==> src/sv/cofc_pkg.sv <==
// ----------------------------------------------------------------------------
// cofc_pkg
// Shared types and codes of the CANopen frame classifier: function codes,
// message classes, decode kinds, presence and SDO flag positions, and the
// item that travels from the front end through the queue to the back end.
// ----------------------------------------------------------------------------
package cofc_pkg;

  // Exact identifiers of the layer setting service
  localparam logic [10:0] LSS_SLAVE_ID  = 11'h7E4;
  localparam logic [10:0] LSS_MASTER_ID = 11'h7E5;

  // Function codes, identifier bits 10:7
  localparam logic [3:0] FC_NMT       = 4'd0;
  localparam logic [3:0] FC_EMCY_SYNC = 4'd1;
  localparam logic [3:0] FC_TIME      = 4'd2;
  localparam logic [3:0] FC_PDO_FIRST = 4'd3;
  localparam logic [3:0] FC_PDO_LAST  = 4'd10;
  localparam logic [3:0] FC_SDO_RX    = 4'd11;
  localparam logic [3:0] FC_SDO_TX    = 4'd12;
  localparam logic [3:0] FC_NMT_ERR   = 4'd14;

  // Message classes
  localparam logic [4:0] CLS_UNKNOWN    = 5'd0;
  localparam logic [4:0] CLS_EMCY       = 5'd4;
  localparam logic [4:0] CLS_SDO_RX     = 5'd13;
  localparam logic [4:0] CLS_SDO_TX     = 5'd14;
  localparam logic [4:0] CLS_NMT_ERR    = 5'd15;
  localparam logic [4:0] CLS_LSS_MASTER = 5'd16;
  localparam logic [4:0] CLS_LSS_SLAVE  = 5'd17;
  // NMT, SYNC and TIME follow the function code plus one, PDOs plus two
  localparam logic [4:0] CLS_BCAST_OFS  = 5'd1;
  localparam logic [4:0] CLS_PDO_OFS    = 5'd2;

  typedef enum logic [3:0] {
    KIND_NONE = 4'd0,
    KIND_NMT  = 4'd1,
    KIND_HB   = 4'd2,
    KIND_SYNC = 4'd3,
    KIND_TIME = 4'd4,
    KIND_EMCY = 4'd5,
    KIND_PDO  = 4'd6,
    KIND_SDO  = 4'd7,
    KIND_LSS  = 4'd8
  } kind_e;

  // Presence flag positions
  localparam int unsigned PF_PRI   = 0;
  localparam int unsigned PF_SEC   = 1;
  localparam int unsigned PF_IDX   = 2;
  localparam int unsigned PF_ABORT = 3;
  localparam int unsigned PF_DATA  = 4;
  localparam int unsigned PF_TRUNC = 5;
  localparam int unsigned PF_SHORT = 6;
  localparam int unsigned PF_VEND  = 7;
  localparam int unsigned PF_FD    = 8;

  // SDO flag positions
  localparam int unsigned SF_REQ   = 0;
  localparam int unsigned SF_RECOG = 1;
  localparam int unsigned SF_ABORT = 2;
  localparam int unsigned SF_SEG   = 3;
  localparam int unsigned SF_TOG   = 4;
  localparam int unsigned SF_LAST  = 5;
  localparam int unsigned SF_INIT  = 6;
  localparam int unsigned SF_EXP   = 7;
  localparam int unsigned SF_SIZE  = 8;
  localparam int unsigned SF_BLOCK = 9;

  // SDO command specifiers, byte 0 bits 7:5
  localparam logic [2:0] SDO_CS_SEG     = 3'd0;
  localparam logic [2:0] SDO_CS_INIT_DL = 3'd1;
  localparam logic [2:0] SDO_CS_INIT_UL = 3'd2;
  localparam logic [2:0] SDO_CS_SEG_UL  = 3'd3;
  localparam logic [2:0] SDO_CS_ABORT   = 3'd4;
  localparam logic [2:0] SDO_CS_BLK_UL  = 3'd5;
  localparam logic [2:0] SDO_CS_BLK_DL  = 3'd6;
  localparam logic [2:0] SDO_CS_RSVD    = 3'd7;

  localparam logic [3:0] MAX_PLEN = 4'd8;

  localparam int unsigned QDEPTH = 2;
  localparam int unsigned QPTR_W = $clog2(QDEPTH);
  localparam int unsigned QCNT_W = $clog2(QDEPTH + 1);

  typedef struct packed {
    logic        accepted;
    logic [4:0]  msg_class;
    logic [6:0]  node;
    logic [3:0]  fc;
    kind_e       kind;
    logic [3:0]  plen;
    logic [63:0] payload;
    logic        trunc;
    logic        fd;
  } item_t;

  typedef struct packed {
    logic full;
    logic empty;
  } qstat_t;

endpackage

==> src/sv/cofc_if.sv <==
// ----------------------------------------------------------------------------
// cofc_if
// Channel interfaces: received CAN frame in, classification result out.
// ----------------------------------------------------------------------------
interface cofc_frame_if;
  logic        valid;
  logic        ready;
  logic [10:0] can_id;
  logic        extended_flag;
  logic        remote_flag;
  logic        error_flag;
  logic        fd_flag;
  logic [3:0]  payload_length;
  logic [63:0] payload_bytes;
  logic        capture_truncated;

  modport source (
    output valid, can_id, extended_flag, remote_flag, error_flag, fd_flag,
           payload_length, payload_bytes, capture_truncated,
    input  ready
  );
  modport sink (
    input  valid, can_id, extended_flag, remote_flag, error_flag, fd_flag,
           payload_length, payload_bytes, capture_truncated,
    output ready
  );
endinterface

interface cofc_class_if;
  logic        valid;
  logic        ready;
  logic        accepted;
  logic [4:0]  message_class;
  logic [6:0]  node_number;
  logic [3:0]  func_code;
  logic [3:0]  decode_kind;
  logic [31:0] primary_value;
  logic [15:0] secondary_value;
  logic [8:0]  presence_flags;
  logic [2:0]  sdo_command;
  logic [11:0] sdo_flags;
  logic [7:0]  sdo_subidx;
  logic [2:0]  sdo_nbytes;

  modport source (
    output valid, accepted, message_class, node_number, func_code, decode_kind,
           primary_value, secondary_value, presence_flags, sdo_command, sdo_flags,
           sdo_subidx, sdo_nbytes,
    input  ready
  );
  modport sink (
    input  valid, accepted, message_class, node_number, func_code, decode_kind,
           primary_value, secondary_value, presence_flags, sdo_command, sdo_flags,
           sdo_subidx, sdo_nbytes,
    output ready
  );
endinterface

==> src/sv/cofc_front.sv <==
// ----------------------------------------------------------------------------
// cofc_front
// Front end: takes a frame, rejects extended, remote and error frames,
// splits the identifier, names the class and picks the payload decoder.
// ----------------------------------------------------------------------------
module cofc_front import cofc_pkg::*; (
  cofc_frame_if.sink frame_i,
  input  qstat_t     qstat_i,
  output logic       push_o,
  output item_t      item_o
);

  logic [10:0] id;
  logic [3:0]  fc;
  logic [6:0]  node;
  logic        reject;
  logic        is_lss;
  logic [4:0]  cls;
  kind_e       kind;

  assign frame_i.ready = ~qstat_i.full;
  assign push_o        = frame_i.valid & ~qstat_i.full;

  assign id     = frame_i.can_id;
  assign fc     = id[10:7];
  assign node   = id[6:0];
  assign reject = frame_i.extended_flag | frame_i.remote_flag | frame_i.error_flag;
  assign is_lss = (id == LSS_MASTER_ID) || (id == LSS_SLAVE_ID);

  always_comb begin
    cls = CLS_UNKNOWN;
    if (id == LSS_MASTER_ID) begin
      cls = CLS_LSS_MASTER;
    end else if (id == LSS_SLAVE_ID) begin
      cls = CLS_LSS_SLAVE;
    end else if (node == 7'd0) begin
      if (fc <= FC_TIME) cls = {1'b0, fc} + CLS_BCAST_OFS;
    end else if (fc == FC_EMCY_SYNC) begin
      cls = CLS_EMCY;
    end else if (fc >= FC_PDO_FIRST && fc <= FC_PDO_LAST) begin
      cls = {1'b0, fc} + CLS_PDO_OFS;
    end else if (fc == FC_SDO_RX) begin
      cls = CLS_SDO_RX;
    end else if (fc == FC_SDO_TX) begin
      cls = CLS_SDO_TX;
    end else if (fc == FC_NMT_ERR) begin
      cls = CLS_NMT_ERR;
    end
  end

  always_comb begin
    kind = KIND_NONE;
    if (frame_i.fd_flag) begin
      kind = KIND_NONE;
    end else if (is_lss) begin
      kind = KIND_LSS;
    end else if (fc == FC_NMT) begin
      kind = KIND_NMT;
    end else if (fc == FC_NMT_ERR) begin
      kind = KIND_HB;
    end else if (fc == FC_EMCY_SYNC && node == 7'd0) begin
      kind = KIND_SYNC;
    end else if (fc == FC_TIME) begin
      kind = KIND_TIME;
    end else if (fc == FC_EMCY_SYNC) begin
      kind = KIND_EMCY;
    end else if (fc >= FC_PDO_FIRST && fc <= FC_PDO_LAST) begin
      kind = KIND_PDO;
    end else if (fc == FC_SDO_RX || fc == FC_SDO_TX) begin
      kind = KIND_SDO;
    end
  end

  always_comb begin
    item_o = '0;
    if (!reject) begin
      item_o.accepted  = 1'b1;
      item_o.msg_class = cls;
      item_o.node      = node;
      item_o.fc        = fc;
      item_o.kind      = kind;
      // lengths above eight count as eight
      item_o.plen      = (frame_i.payload_length > MAX_PLEN) ? MAX_PLEN
                                                             : frame_i.payload_length;
      item_o.payload   = frame_i.payload_bytes;
      item_o.trunc     = frame_i.capture_truncated;
      item_o.fd        = frame_i.fd_flag;
    end
  end

endmodule

==> src/sv/cofc_queue.sv <==
// ----------------------------------------------------------------------------
// cofc_queue
// Two-entry queue between the classifying front end and the decoding
// back end, so that either side can stall without stopping the other.
// ----------------------------------------------------------------------------
module cofc_queue import cofc_pkg::*; (
  input  logic   clk_i,
  input  logic   rst_ni,
  input  logic   push_i,
  input  item_t  item_i,
  input  logic   pop_i,
  output item_t  item_o,
  output qstat_t qstat_o
);

  item_t             mem_q [QDEPTH];
  logic [QPTR_W-1:0] wr_ptr_q, wr_ptr_d;
  logic [QPTR_W-1:0] rd_ptr_q, rd_ptr_d;
  logic [QCNT_W-1:0] count_q, count_d;

  assign qstat_o.full  = (count_q == QCNT_W'(QDEPTH));
  assign qstat_o.empty = (count_q == '0);
  assign item_o        = mem_q[rd_ptr_q];

  always_comb begin
    wr_ptr_d = wr_ptr_q;
    rd_ptr_d = rd_ptr_q;
    count_d  = count_q;
    if (push_i) wr_ptr_d = (wr_ptr_q == QPTR_W'(QDEPTH - 1)) ? '0 : wr_ptr_q + 1'b1;
    if (pop_i)  rd_ptr_d = (rd_ptr_q == QPTR_W'(QDEPTH - 1)) ? '0 : rd_ptr_q + 1'b1;
    if (push_i && !pop_i) count_d = count_q + 1'b1;
    if (pop_i && !push_i) count_d = count_q - 1'b1;
  end

  always_ff @(posedge clk_i or negedge rst_ni) begin
    if (!rst_ni) begin
      wr_ptr_q <= '0;
      rd_ptr_q <= '0;
      count_q  <= '0;
    end else begin
      wr_ptr_q <= wr_ptr_d;
      rd_ptr_q <= rd_ptr_d;
      count_q  <= count_d;
    end
  end

  always_ff @(posedge clk_i) begin
    if (push_i) mem_q[wr_ptr_q] <= item_i;
  end

`ifndef ASSERT_OFF
  a_no_overflow: assert property (@(posedge clk_i) disable iff (!rst_ni)
    push_i |-> (count_q != QCNT_W'(QDEPTH)))
    else $error("queue written while full");

  a_no_underflow: assert property (@(posedge clk_i) disable iff (!rst_ni)
    pop_i |-> (count_q != '0))
    else $error("queue read while empty");

  a_count_up: assert property (@(posedge clk_i) disable iff (!rst_ni)
    (push_i && !pop_i) |=> (count_q == $past(count_q) + 1'b1))
    else $error("queue fill count lost a write");

  a_count_range: assert property (@(posedge clk_i) disable iff (!rst_ni)
    count_q <= QCNT_W'(QDEPTH))
    else $error("queue fill count out of range");
`endif

endmodule

==> src/sv/cofc_back.sv <==
// ----------------------------------------------------------------------------
// cofc_back
// Back end: decodes the payload of the queued frame (NMT, heartbeat, SYNC,
// time stamp, EMCY, SDO) and holds the result in the output register.
// ----------------------------------------------------------------------------
module cofc_back import cofc_pkg::*; (
  input  logic        clk_i,
  input  logic        rst_ni,
  input  item_t       item_i,
  input  qstat_t      qstat_i,
  output logic        pop_o,
  cofc_class_if.source class_o
);

  logic [7:0]  b0, b1, b2, b3;
  logic [3:0]  plen;
  logic [31:0] pri;
  logic [15:0] sec;
  logic [8:0]  pf;
  logic [2:0]  cmd;
  logic [11:0] sfl;
  logic [7:0]  sub;
  logic [2:0]  sdl;

  // SDO working values
  logic [2:0]  cs;
  logic        req, seg_s, init_s, full_s, mux, abrt, active;
  logic [1:0]  blk_sub;
  logic [3:0]  dlen, off, skip, avail, act;

  logic        valid_q;
  logic        accepted_q;
  logic [4:0]  class_q;
  logic [6:0]  node_q;
  logic [3:0]  fc_q;
  logic [3:0]  kind_q;
  logic [31:0] pri_q;
  logic [15:0] sec_q;
  logic [8:0]  pf_q;
  logic [2:0]  cmd_q;
  logic [11:0] sfl_q;
  logic [7:0]  sub_q;
  logic [2:0]  sdl_q;

  assign b0   = item_i.payload[7:0];
  assign b1   = item_i.payload[15:8];
  assign b2   = item_i.payload[23:16];
  assign b3   = item_i.payload[31:24];
  assign plen = item_i.plen;

  // advance whenever the output register is free or being emptied
  assign pop_o = ~qstat_i.empty & (~valid_q | class_o.ready);

  always_comb begin
    pri = '0; sec = '0; pf = '0; cmd = '0; sfl = '0; sub = '0; sdl = '0;
    cs = b0[7:5];
    req = (item_i.fc == FC_SDO_RX);
    seg_s = 1'b0; init_s = 1'b0; full_s = 1'b0;
    mux = 1'b0; abrt = 1'b0; active = 1'b0;
    blk_sub = '0; dlen = '0; off = 4'd1; skip = 4'd1; avail = '0; act = '0;
    pf[PF_TRUNC] = item_i.trunc;
    pf[PF_FD]    = item_i.fd;

    unique case (item_i.kind)
      KIND_NMT: begin
        if (plen >= 4'd1) begin
          pri = {24'd0, b0};
          pf[PF_PRI] = 1'b1;
          if (plen >= 4'd2) begin
            sec = {8'd0, b1};
            pf[PF_SEC] = 1'b1;
          end
        end else begin
          pf[PF_SHORT] = 1'b1;
        end
      end
      KIND_HB: begin
        if (plen >= 4'd1) begin
          pri = {25'd0, b0[6:0]};
          sec = {15'd0, b0[7]};
          pf[PF_PRI] = 1'b1;
          pf[PF_SEC] = 1'b1;
        end
      end
      KIND_SYNC: begin
        if (plen >= 4'd1) begin
          pri = {24'd0, b0};
          pf[PF_PRI] = 1'b1;
        end
      end
      KIND_TIME: begin
        if (plen >= 4'd6) begin
          pri = item_i.payload[31:0];
          sec = item_i.payload[47:32];
          pf[PF_PRI] = 1'b1;
          pf[PF_SEC] = 1'b1;
        end else begin
          pf[PF_SHORT] = 1'b1;
        end
      end
      KIND_EMCY: begin
        if (plen >= 4'd3) begin
          pri = {16'd0, item_i.payload[15:0]};
          sec = {8'd0, b2};
          pf[PF_PRI]  = 1'b1;
          pf[PF_SEC]  = 1'b1;
          pf[PF_VEND] = (plen > 4'd3);
        end else begin
          pf[PF_SHORT] = 1'b1;
        end
      end
      KIND_SDO: begin
        if (plen == 4'd0) begin
          pf[PF_SHORT] = 1'b1;
        end else begin
          cmd = cs;
          sfl[SF_REQ]   = req;
          sfl[SF_RECOG] = (cs != SDO_CS_RSVD);
          seg_s  = req ? (cs == SDO_CS_SEG || cs == SDO_CS_SEG_UL)
                       : (cs == SDO_CS_SEG || cs == SDO_CS_INIT_DL);
          init_s = req ? (cs == SDO_CS_INIT_DL || cs == SDO_CS_INIT_UL)
                       : (cs == SDO_CS_INIT_UL || cs == SDO_CS_SEG_UL);
          full_s = (cs == SDO_CS_SEG) || (req && cs == SDO_CS_INIT_DL) ||
                   (!req && cs == SDO_CS_INIT_UL);
          if (cs == SDO_CS_ABORT) begin
            sfl[SF_ABORT] = 1'b1;
            mux    = 1'b1;
            abrt   = 1'b1;
            active = 1'b1;
          end else if (seg_s) begin
            sfl[SF_SEG] = 1'b1;
            sfl[SF_TOG] = b0[4];
            if (full_s) begin
              sfl[SF_LAST] = b0[0];
              dlen = 4'd7 - {1'b0, b0[3:1]};
            end
            active = 1'b1;
          end else if (init_s) begin
            sfl[SF_INIT] = 1'b1;
            mux = 1'b1;
            if (full_s) begin
              if (b0[1]) begin
                sfl[SF_EXP] = 1'b1;
                dlen = 4'd4 - {2'd0, b0[3:2]};
              end else begin
                dlen = 4'd4;
              end
              sfl[SF_SIZE] = b0[0];
            end
            active = 1'b1;
          end else if (cs == SDO_CS_BLK_UL || cs == SDO_CS_BLK_DL) begin
            blk_sub = (cs == SDO_CS_BLK_UL) ? b0[1:0] : {1'b0, b0[0]};
            sfl[SF_BLOCK] = 1'b1;
            sfl[11:10]    = blk_sub;
            mux  = (blk_sub == 2'd0);
            skip = mux ? 4'd4 : 4'd1;
            dlen = (plen > skip) ? plen - skip : 4'd0;
            active = 1'b1;
          end

          if (active) begin
            if (mux) begin
              if (plen >= 4'd4) begin
                sec = {b2, b1};
                sub = b3;
                pf[PF_SEC] = 1'b1;
                pf[PF_IDX] = 1'b1;
                off = 4'd4;
              end else begin
                pf[PF_SHORT] = 1'b1;
              end
            end
            if (abrt) begin
              // abort code sits in bytes 4..7 once the index is there
              if (plen >= off + 4'd4) begin
                pri = item_i.payload[63:32];
                pf[PF_PRI]   = 1'b1;
                pf[PF_ABORT] = 1'b1;
              end else begin
                pf[PF_SHORT] = 1'b1;
              end
            end else if (dlen != 4'd0 && plen >= off) begin
              avail = plen - off;
              act   = (dlen < avail) ? dlen : avail;
              if (act != 4'd0) begin
                pf[PF_DATA] = 1'b1;
                sdl = act[2:0];
                if (act < dlen) pf[PF_TRUNC] = 1'b1;
              end
            end
          end
        end
      end
      default: begin
      end
    endcase
  end

  always_ff @(posedge clk_i or negedge rst_ni) begin
    if (!rst_ni) begin
      valid_q <= 1'b0;
    end else if (pop_o) begin
      valid_q <= 1'b1;
    end else if (class_o.ready) begin
      valid_q <= 1'b0;
    end
  end

  always_ff @(posedge clk_i) begin
    if (pop_o) begin
      accepted_q <= item_i.accepted;
      class_q    <= item_i.msg_class;
      node_q     <= item_i.node;
      fc_q       <= item_i.fc;
      kind_q     <= item_i.kind;
      pri_q      <= pri;
      sec_q      <= sec;
      pf_q       <= pf;
      cmd_q      <= cmd;
      sfl_q      <= sfl;
      sub_q      <= sub;
      sdl_q      <= sdl;
    end
  end

  assign class_o.valid           = valid_q;
  assign class_o.accepted        = accepted_q;
  assign class_o.message_class   = class_q;
  assign class_o.node_number     = node_q;
  assign class_o.func_code       = fc_q;
  assign class_o.decode_kind     = kind_q;
  assign class_o.primary_value   = pri_q;
  assign class_o.secondary_value = sec_q;
  assign class_o.presence_flags  = pf_q;
  assign class_o.sdo_command     = cmd_q;
  assign class_o.sdo_flags       = sfl_q;
  assign class_o.sdo_subidx      = sub_q;
  assign class_o.sdo_nbytes      = sdl_q;

endmodule

==> src/sv/canopen_frame_classifier.sv <==
// ----------------------------------------------------------------------------
// canopen_frame_classifier
// CANopen frame classifier: one received CAN frame in, one classification
// out, with identifier split, message class and payload field decode.
//
//   Port      Dir   Carries
//   frame_i   in    CAN frame: identifier, flags, length, eight payload bytes
//   class_o   out   class, node, function code, decoded values, flags
//
// One frame per cycle while the queue is not full. A result is written to the
// queue at its transaction and goes to the output register once that is free.
// A two-entry queue parts front end and back end; the front end stalls only
// while it is full, which held output brings about when frames stream back to
// back. Reset empties the queue and the output register.
// ----------------------------------------------------------------------------
module canopen_frame_classifier import cofc_pkg::*; (
  input  logic         clk_i,
  input  logic         rst_ni,
  cofc_frame_if.sink   frame_i,
  cofc_class_if.source class_o
);

  item_t  front_item;
  item_t  back_item;
  logic   push;
  logic   pop;
  qstat_t qstat;

  cofc_front u_front (
    .frame_i (frame_i),
    .qstat_i (qstat),
    .push_o  (push),
    .item_o  (front_item)
  );

  cofc_queue u_queue (
    .clk_i   (clk_i),
    .rst_ni  (rst_ni),
    .push_i  (push),
    .item_i  (front_item),
    .pop_i   (pop),
    .item_o  (back_item),
    .qstat_o (qstat)
  );

  cofc_back u_back (
    .clk_i   (clk_i),
    .rst_ni  (rst_ni),
    .item_i  (back_item),
    .qstat_i (qstat),
    .pop_o   (pop),
    .class_o (class_o)
  );

endmodule
==> src/flat_wrapper.sv <==
// flat-port wrapper written by rule: the top's interface ports become plain ports
module canopen_frame_classifier_flat import cofc_pkg::*;
  (clk_i, rst_ni, frame_i_valid, frame_i_can_id, frame_i_extended_flag, frame_i_remote_flag, frame_i_error_flag, frame_i_fd_flag, frame_i_payload_length, frame_i_payload_bytes, frame_i_capture_truncated, frame_i_ready, class_o_valid, class_o_accepted, class_o_message_class, class_o_node_number, class_o_func_code, class_o_decode_kind, class_o_primary_value, class_o_secondary_value, class_o_presence_flags, class_o_sdo_command, class_o_sdo_flags, class_o_sdo_subidx, class_o_sdo_nbytes, class_o_ready);
  cofc_frame_if frame_i_i ();
  cofc_class_if class_o_i ();
  input  logic clk_i;
  input  logic rst_ni;
  input wire logic [$bits(frame_i_i.valid)-1:0] frame_i_valid;
  input wire logic [$bits(frame_i_i.can_id)-1:0] frame_i_can_id;
  input wire logic [$bits(frame_i_i.extended_flag)-1:0] frame_i_extended_flag;
  input wire logic [$bits(frame_i_i.remote_flag)-1:0] frame_i_remote_flag;
  input wire logic [$bits(frame_i_i.error_flag)-1:0] frame_i_error_flag;
  input wire logic [$bits(frame_i_i.fd_flag)-1:0] frame_i_fd_flag;
  input wire logic [$bits(frame_i_i.payload_length)-1:0] frame_i_payload_length;
  input wire logic [$bits(frame_i_i.payload_bytes)-1:0] frame_i_payload_bytes;
  input wire logic [$bits(frame_i_i.capture_truncated)-1:0] frame_i_capture_truncated;
  output wire logic [$bits(frame_i_i.ready)-1:0] frame_i_ready;
  output wire logic [$bits(class_o_i.valid)-1:0] class_o_valid;
  output wire logic [$bits(class_o_i.accepted)-1:0] class_o_accepted;
  output wire logic [$bits(class_o_i.message_class)-1:0] class_o_message_class;
  output wire logic [$bits(class_o_i.node_number)-1:0] class_o_node_number;
  output wire logic [$bits(class_o_i.func_code)-1:0] class_o_func_code;
  output wire logic [$bits(class_o_i.decode_kind)-1:0] class_o_decode_kind;
  output wire logic [$bits(class_o_i.primary_value)-1:0] class_o_primary_value;
  output wire logic [$bits(class_o_i.secondary_value)-1:0] class_o_secondary_value;
  output wire logic [$bits(class_o_i.presence_flags)-1:0] class_o_presence_flags;
  output wire logic [$bits(class_o_i.sdo_command)-1:0] class_o_sdo_command;
  output wire logic [$bits(class_o_i.sdo_flags)-1:0] class_o_sdo_flags;
  output wire logic [$bits(class_o_i.sdo_subidx)-1:0] class_o_sdo_subidx;
  output wire logic [$bits(class_o_i.sdo_nbytes)-1:0] class_o_sdo_nbytes;
  input wire logic [$bits(class_o_i.ready)-1:0] class_o_ready;
  assign frame_i_i.valid = frame_i_valid;
  assign frame_i_i.can_id = frame_i_can_id;
  assign frame_i_i.extended_flag = frame_i_extended_flag;
  assign frame_i_i.remote_flag = frame_i_remote_flag;
  assign frame_i_i.error_flag = frame_i_error_flag;
  assign frame_i_i.fd_flag = frame_i_fd_flag;
  assign frame_i_i.payload_length = frame_i_payload_length;
  assign frame_i_i.payload_bytes = frame_i_payload_bytes;
  assign frame_i_i.capture_truncated = frame_i_capture_truncated;
  assign frame_i_ready = frame_i_i.ready;
  assign class_o_valid = class_o_i.valid;
  assign class_o_accepted = class_o_i.accepted;
  assign class_o_message_class = class_o_i.message_class;
  assign class_o_node_number = class_o_i.node_number;
  assign class_o_func_code = class_o_i.func_code;
  assign class_o_decode_kind = class_o_i.decode_kind;
  assign class_o_primary_value = class_o_i.primary_value;
  assign class_o_secondary_value = class_o_i.secondary_value;
  assign class_o_presence_flags = class_o_i.presence_flags;
  assign class_o_sdo_command = class_o_i.sdo_command;
  assign class_o_sdo_flags = class_o_i.sdo_flags;
  assign class_o_sdo_subidx = class_o_i.sdo_subidx;
  assign class_o_sdo_nbytes = class_o_i.sdo_nbytes;
  assign class_o_i.ready = class_o_ready;
  canopen_frame_classifier u_core (.clk_i(clk_i), .rst_ni(rst_ni), .frame_i(frame_i_i), .class_o(class_o_i));
endmodule
==> config.mk <==
export PLATFORM = sky130hd
export DESIGN_NAME = canopen_frame_classifier_flat
export DESIGN_NICKNAME = d
export VERILOG_FILES = /design/src/sv/cofc_pkg.sv /design/src/sv/cofc_if.sv /design/src/sv/cofc_front.sv /design/src/sv/cofc_queue.sv /design/src/sv/cofc_back.sv /design/src/sv/canopen_frame_classifier.sv /design/src/flat_wrapper.sv
export SDC_FILE = /design/constraint.sdc
export NUM_CORES = 1
export LEC_CHECK = 0
export BUFFER_PORTS_ARGS = -buffer_cell sky130_fd_sc_hd__buf_2
export CAP_MARGIN = 40
export CORE_AREA = 3 3 191 156
export CTS_CLUSTER_SIZE = 28
export DETAILED_ROUTE_END_ITERATION = 8
export DIE_AREA = 0 0 194 159
export GPL_ROUTABILITY_DRIVEN = 0
export PLACE_DENSITY_LB_ADDON = 0.15
export SLEW_MARGIN = 5
export SYNTH_ARGS = -nofsm -noshare
export SYNTH_HDL_FRONTEND = slang
export SYNTH_SLANG_ARGS = --single-unit
==> constraint.sdc <==
create_clock -name clk_i -period 17.8 [get_ports clk_i]
set_clock_uncertainty 0.2 [all_clocks]
set_input_delay 3.56 -clock clk_i [delete_from_list [all_inputs] [get_ports clk_i]]
set_output_delay 3.56 -clock clk_i [all_outputs]
set_load 0.1 [all_outputs]
==> run summary <==
The number of gates resized after cts came out at 0. The region available for standard cell placement spans 28100 um^2. The compound-cell area share of the yosys netlist came out at 0.0731. The number of vias per cell after detailed routing came out at ~5.4.

The HPWL after detailed placement is ~19000 um. The number of synthesized register bits came out at a little under 300. The headroom to the max-slew limit is 0.396. Entering global routing, the biggest net connects between 70 and 80 pins. The latest clock arrival within the worst-skew pair came out at approximately 540 ps. The number of buffers inserted during clock tree synthesis is 30. For the worst setup path, the data required time is 17890 ps.

The number of routed nets with antenna violations came out at 0. STA classifies the critical path endpoint as a flop. The average cell area after synthesis is approximately 15 um^2. The number of inserted diodes is 0. The maximum frequency from static timing analysis is 0.158 GHz. In this run the clock root is driven by a sky130_fd_sc_hd__clkbuf_16.

The fraction of final layout cells sized beyond drive strength 1 came out at 0.275. At the end of the flow, the number of nets in the layout was 1164. The critical hold path startpoint is u_core.u_queue.count_q[1]$_DFFE_PN0P_. The gate count of the mapped netlist came out at 850.

The initial core utilization is 0.447. The die covers between 30000 and 40000 um^2. The routed design uses 12700 um of met2 wire. The total detailed-routing wirelength is just under 30000 um. The highest layer touched by signal routing is met5. The final number of hold-violating endpoints came to 0. The number of global-route vias before repair is 7646.

Leaving out fill and tap cells, the most frequent cell in the layout is sky130_fd_sc_hd__edfxtp_1. The total overflow left after global routing is 0. The arithmetic-cell share of the synthesized area counting full adders, half adders and majority gates is 0.0239.

The synthesized design spends more area on one cell type than any other, namely sky130_fd_sc_hd__edfxtp_1. The worst setup path is launched from a flop. The top cell types in the final layout, fill and taps aside, are sky130_fd_sc_hd__edfxtp_1 (286), sky130_fd_sc_hd__buf_2 (193), sky130_fd_sc_hd__and2_1 (82), sky130_fd_sc_hd__mux2i_1 (67), sky130_fd_sc_hd__nor2_1 (44). The number of nets handed over by synthesis was slightly below 1000. The number of buffers between clock root and the deepest sink came out at 3. STA puts the critical path data arrival time at 6410 ps. The final cycle utilization of the critical path came out at 0.355. The total track usage is 0.184. The most critical setup path has its startpoint at u_core.u_queue.rd_ptr_q$_DFFE_PN0P_.

Clock-pin slew was measured on the worst setup and hold paths at around 60 ps. The path type of the worst setup path is reg -> reg. The routed length per instance is 20.4 um.

Of the total synthesized cell area, the portion taken by XOR and XNOR cells is 0.00768. The number of buffers inserted by post-CTS setup repair came out at 0. Of the total synthesized cell area, the portion taken by AND, OR, NAND and NOR gates is 0.0938. The count of unresolved DRC violations after routing is 0. Setup repair after global routing left no endpoint under its margin. The clock period minus worst slack is approximately 6300 ps. The via count is just under 8000.

The flow ran to the end, and the final reports show no timing, DRC or antenna violations. The initial antenna violation count is 6. The cell area after synthesis is approximately 13000 um^2. The sink count of the clock tree came out at ~290. From left edge to right edge, the die measures 194 um. The height of the chip came out at roughly 160 um. The share of flip-flops with an asynchronous set or reset came out at 0.0172.

The slew of the pin with the lowest slew margin came out at 906 ps. The first global-routing pass estimated about 45000 um of wire. The count of final max-slew check failures came out at 0. After synthesis, the largest family of logic cells by area is simple AND/OR/NAND/NOR gates. CTS built an H-tree with a depth of 1.

The multiplexer fraction of the synthesized cell area came out at 0.0847. The number of inserted filler cells in the final layout is about 2400. The post-cts hold buffer count came out at 0. The first detailed-routing pass ran for 5 iterations. Input and output buffers added on the ports amount to between 150 and 200. The worst min-delay path category is reg -> reg.

TritonCTS built the clock tree. The total of max-cap violations came out at 0. The most used flip-flop cell after synthesis is sky130_fd_sc_hd__edfxtp_1. After floorplanning, the core was divided into 55 placement rows. The total negative slack came out at 0 ps.

The largest fanout on the critical path is 38. The wire length on met1 is 13500 um. The worst register-to-register path begins at u_core.u_queue.rd_ptr_q$_DFFE_PN0P_.

The total met3 wirelength after detailed routing came out at ~2400 um. The number of DRC violations after detailed-routing iteration 0 came out at approximately 560. After synthesis, the cell types taking the most area are sky130_fd_sc_hd__edfxtp_1 (68%), sky130_fd_sc_hd__mux2i_1 (5.3%), sky130_fd_sc_hd__and2_1 (4.1%).

The share of synthesized area in the top cell type comes to 0.685. The number of top-level design ports came out at just under 200. The share of the yosys chip area belonging to registers came out at 0.695. The number of different library cells in the post-synthesis netlist came out at 64. Yosys printed 0 warnings. The setup-violating endpoint count in the final report came out at 0. The area added between synthesis and finish came out at 18.8%.

Counting flops with a built-in enable in the synthesized netlist gives roughly 290.
==> registers in the layout (all words and copies together), names as in the netlist, 2 cells and up <==
name and cells:
u_core.u_back.class_o.message_class 5, u_core.u_back.class_o.sdo_nbytes 3, u_core.u_back.class_o.sdo_flags 12, u_core.u_back.class_o.secondary_value 16
u_core.u_back.class_o.func_code 4, u_core.u_back.class_o.sdo_subidx 8, u_core.u_back.class_o.primary_value 32, u_core.u_back.class_o.sdo_command 3
u_core.u_back.class_o.presence_flags 9, u_core.u_queue.mem_q 182, u_core.u_queue.count_q 2, u_core.u_back.class_o.decode_kind 4
u_core.u_back.class_o.node_number 7
==> kinds of logic after synthesis <==
kind of cell	count (synthesis)
simple gates	222
xor+xnor	11
flops	291
compound gates	134
buf+inv	67
fa+ha+maj	24
mux	101
==> metal layers <==
metal  vias up  GRT usage
li1       3652          -
met1      3801      0.278
met2       266      0.269
met3        54     0.0476
met4        12     0.0454
met5         -          0
==> critical path, stage by stage (launching register included) <==
cell and delay [ps]:
sky130_fd_sc_hd__dfrtp_4 800, sky130_fd_sc_hd__buf_4 580, sky130_fd_sc_hd__mux2i_1 540, sky130_fd_sc_hd__or3_1 230, sky130_fd_sc_hd__o21ai_0 120, sky130_fd_sc_hd__ha_1 270, sky130_fd_sc_hd__ha_1 220, sky130_fd_sc_hd__nor2b_1 170
sky130_fd_sc_hd__o22ai_1 150, sky130_fd_sc_hd__a2111oi_0 520, sky130_fd_sc_hd__a21oi_1 110, sky130_fd_sc_hd__or2_2 350, sky130_fd_sc_hd__inv_1 70, sky130_fd_sc_hd__ha_1 180, sky130_fd_sc_hd__o21ai_0 90, sky130_fd_sc_hd__nand2_1 90
sky130_fd_sc_hd__inv_1 50, sky130_fd_sc_hd__a31oi_2 250, sky130_fd_sc_hd__mux2i_1 260, sky130_fd_sc_hd__ha_1 190, sky130_fd_sc_hd__nor3_1 50, sky130_fd_sc_hd__nor3_1 170, sky130_fd_sc_hd__a221oi_1 70, sky130_fd_sc_hd__a221o_1 290
==> synthesized netlist by cell type (5+ instances only) <==
| library cell | number |
|---|---|
| sky130_fd_sc_hd__ha_1 | 24 |
| sky130_fd_sc_hd__nor2_1 | 45 |
| sky130_fd_sc_hd__and3_1 | 6 |
| sky130_fd_sc_hd__o221ai_1 | 7 |
| sky130_fd_sc_hd__nand3_1 | 6 |
| sky130_fd_sc_hd__inv_1 | 26 |
| sky130_fd_sc_hd__o21ai_0 | 14 |
| sky130_fd_sc_hd__edfxtp_1 | 286 |
| sky130_fd_sc_hd__dfrtp_1 | 5 |
| sky130_fd_sc_hd__o22ai_1 | 39 |
| sky130_fd_sc_hd__mux2i_1 | 67 |
| sky130_fd_sc_hd__nand2b_1 | 10 |
| sky130_fd_sc_hd__clkbuf_1 | 22 |
| sky130_fd_sc_hd__xnor2_1 | 5 |
| sky130_fd_sc_hd__buf_1 | 5 |
| sky130_fd_sc_hd__mux2_2 | 29 |
| sky130_fd_sc_hd__xor2_1 | 6 |
| sky130_fd_sc_hd__nor3_1 | 14 |
| sky130_fd_sc_hd__nand2_1 | 36 |
| sky130_fd_sc_hd__o2bb2ai_1 | 7 |
| sky130_fd_sc_hd__a21oi_1 | 24 |
| sky130_fd_sc_hd__buf_2 | 8 |
| sky130_fd_sc_hd__and2_1 | 82 |
==> worst paths after layout <==
check                           cells after the start                                                 to  slack [ps]
worst max-delay path                               23  u_core.u_back.class_o.presence_flags[5]$_DFFE_PP_       11480
worst min-delay path                                1              u_core.u_queue.count_q[1]$_DFFE_PN0P_         300
worst max register to register                     23  u_core.u_back.class_o.presence_flags[5]$_DFFE_PP_       11480
worst min register to register                      1              u_core.u_queue.count_q[1]$_DFFE_PN0P_         300
max in group asynchronous                           1                u_core.u_queue.rd_ptr_q$_DFFE_PN0P_       14640
min in group asynchronous                           1              u_core.u_queue.count_q[0]$_DFFE_PN0P_        2620
==> metrics by stage <==
step	instances	cell area (um^2)	setup slack (ps)	hold slack (ps)	utilization
floorplan	850	12500	7640	261	-
global placement	1388	13900	11650	288	0.496
detailed placement	1390	14000	11570	289	0.498
CTS	1441	14900	11530	298	0.530
global route	1441	14900	11130	303	0.530
finish	1441	14900	11480	302	0.530
==> area by class of cell <==
cell class | count | area (um^2) | share of cell area
Multi-Input combinational cell | 492 | 3580 | 0.240
Timing Repair Buffer | 207 | 1110 | 0.0746
Inverter | 30 | 113 | 0.00756
Clock buffer | 36 | 773 | 0.0519
Tap cell | 370 | 463 | 0.0311
Sequential cell | 291 | 8720 | 0.585
Clock inverter | 15 | 134 | 0.00899
Power is left out: the tool's default activity adds up to more than one toggle a clock period on the data nets, which glitch-free logic cannot reach.
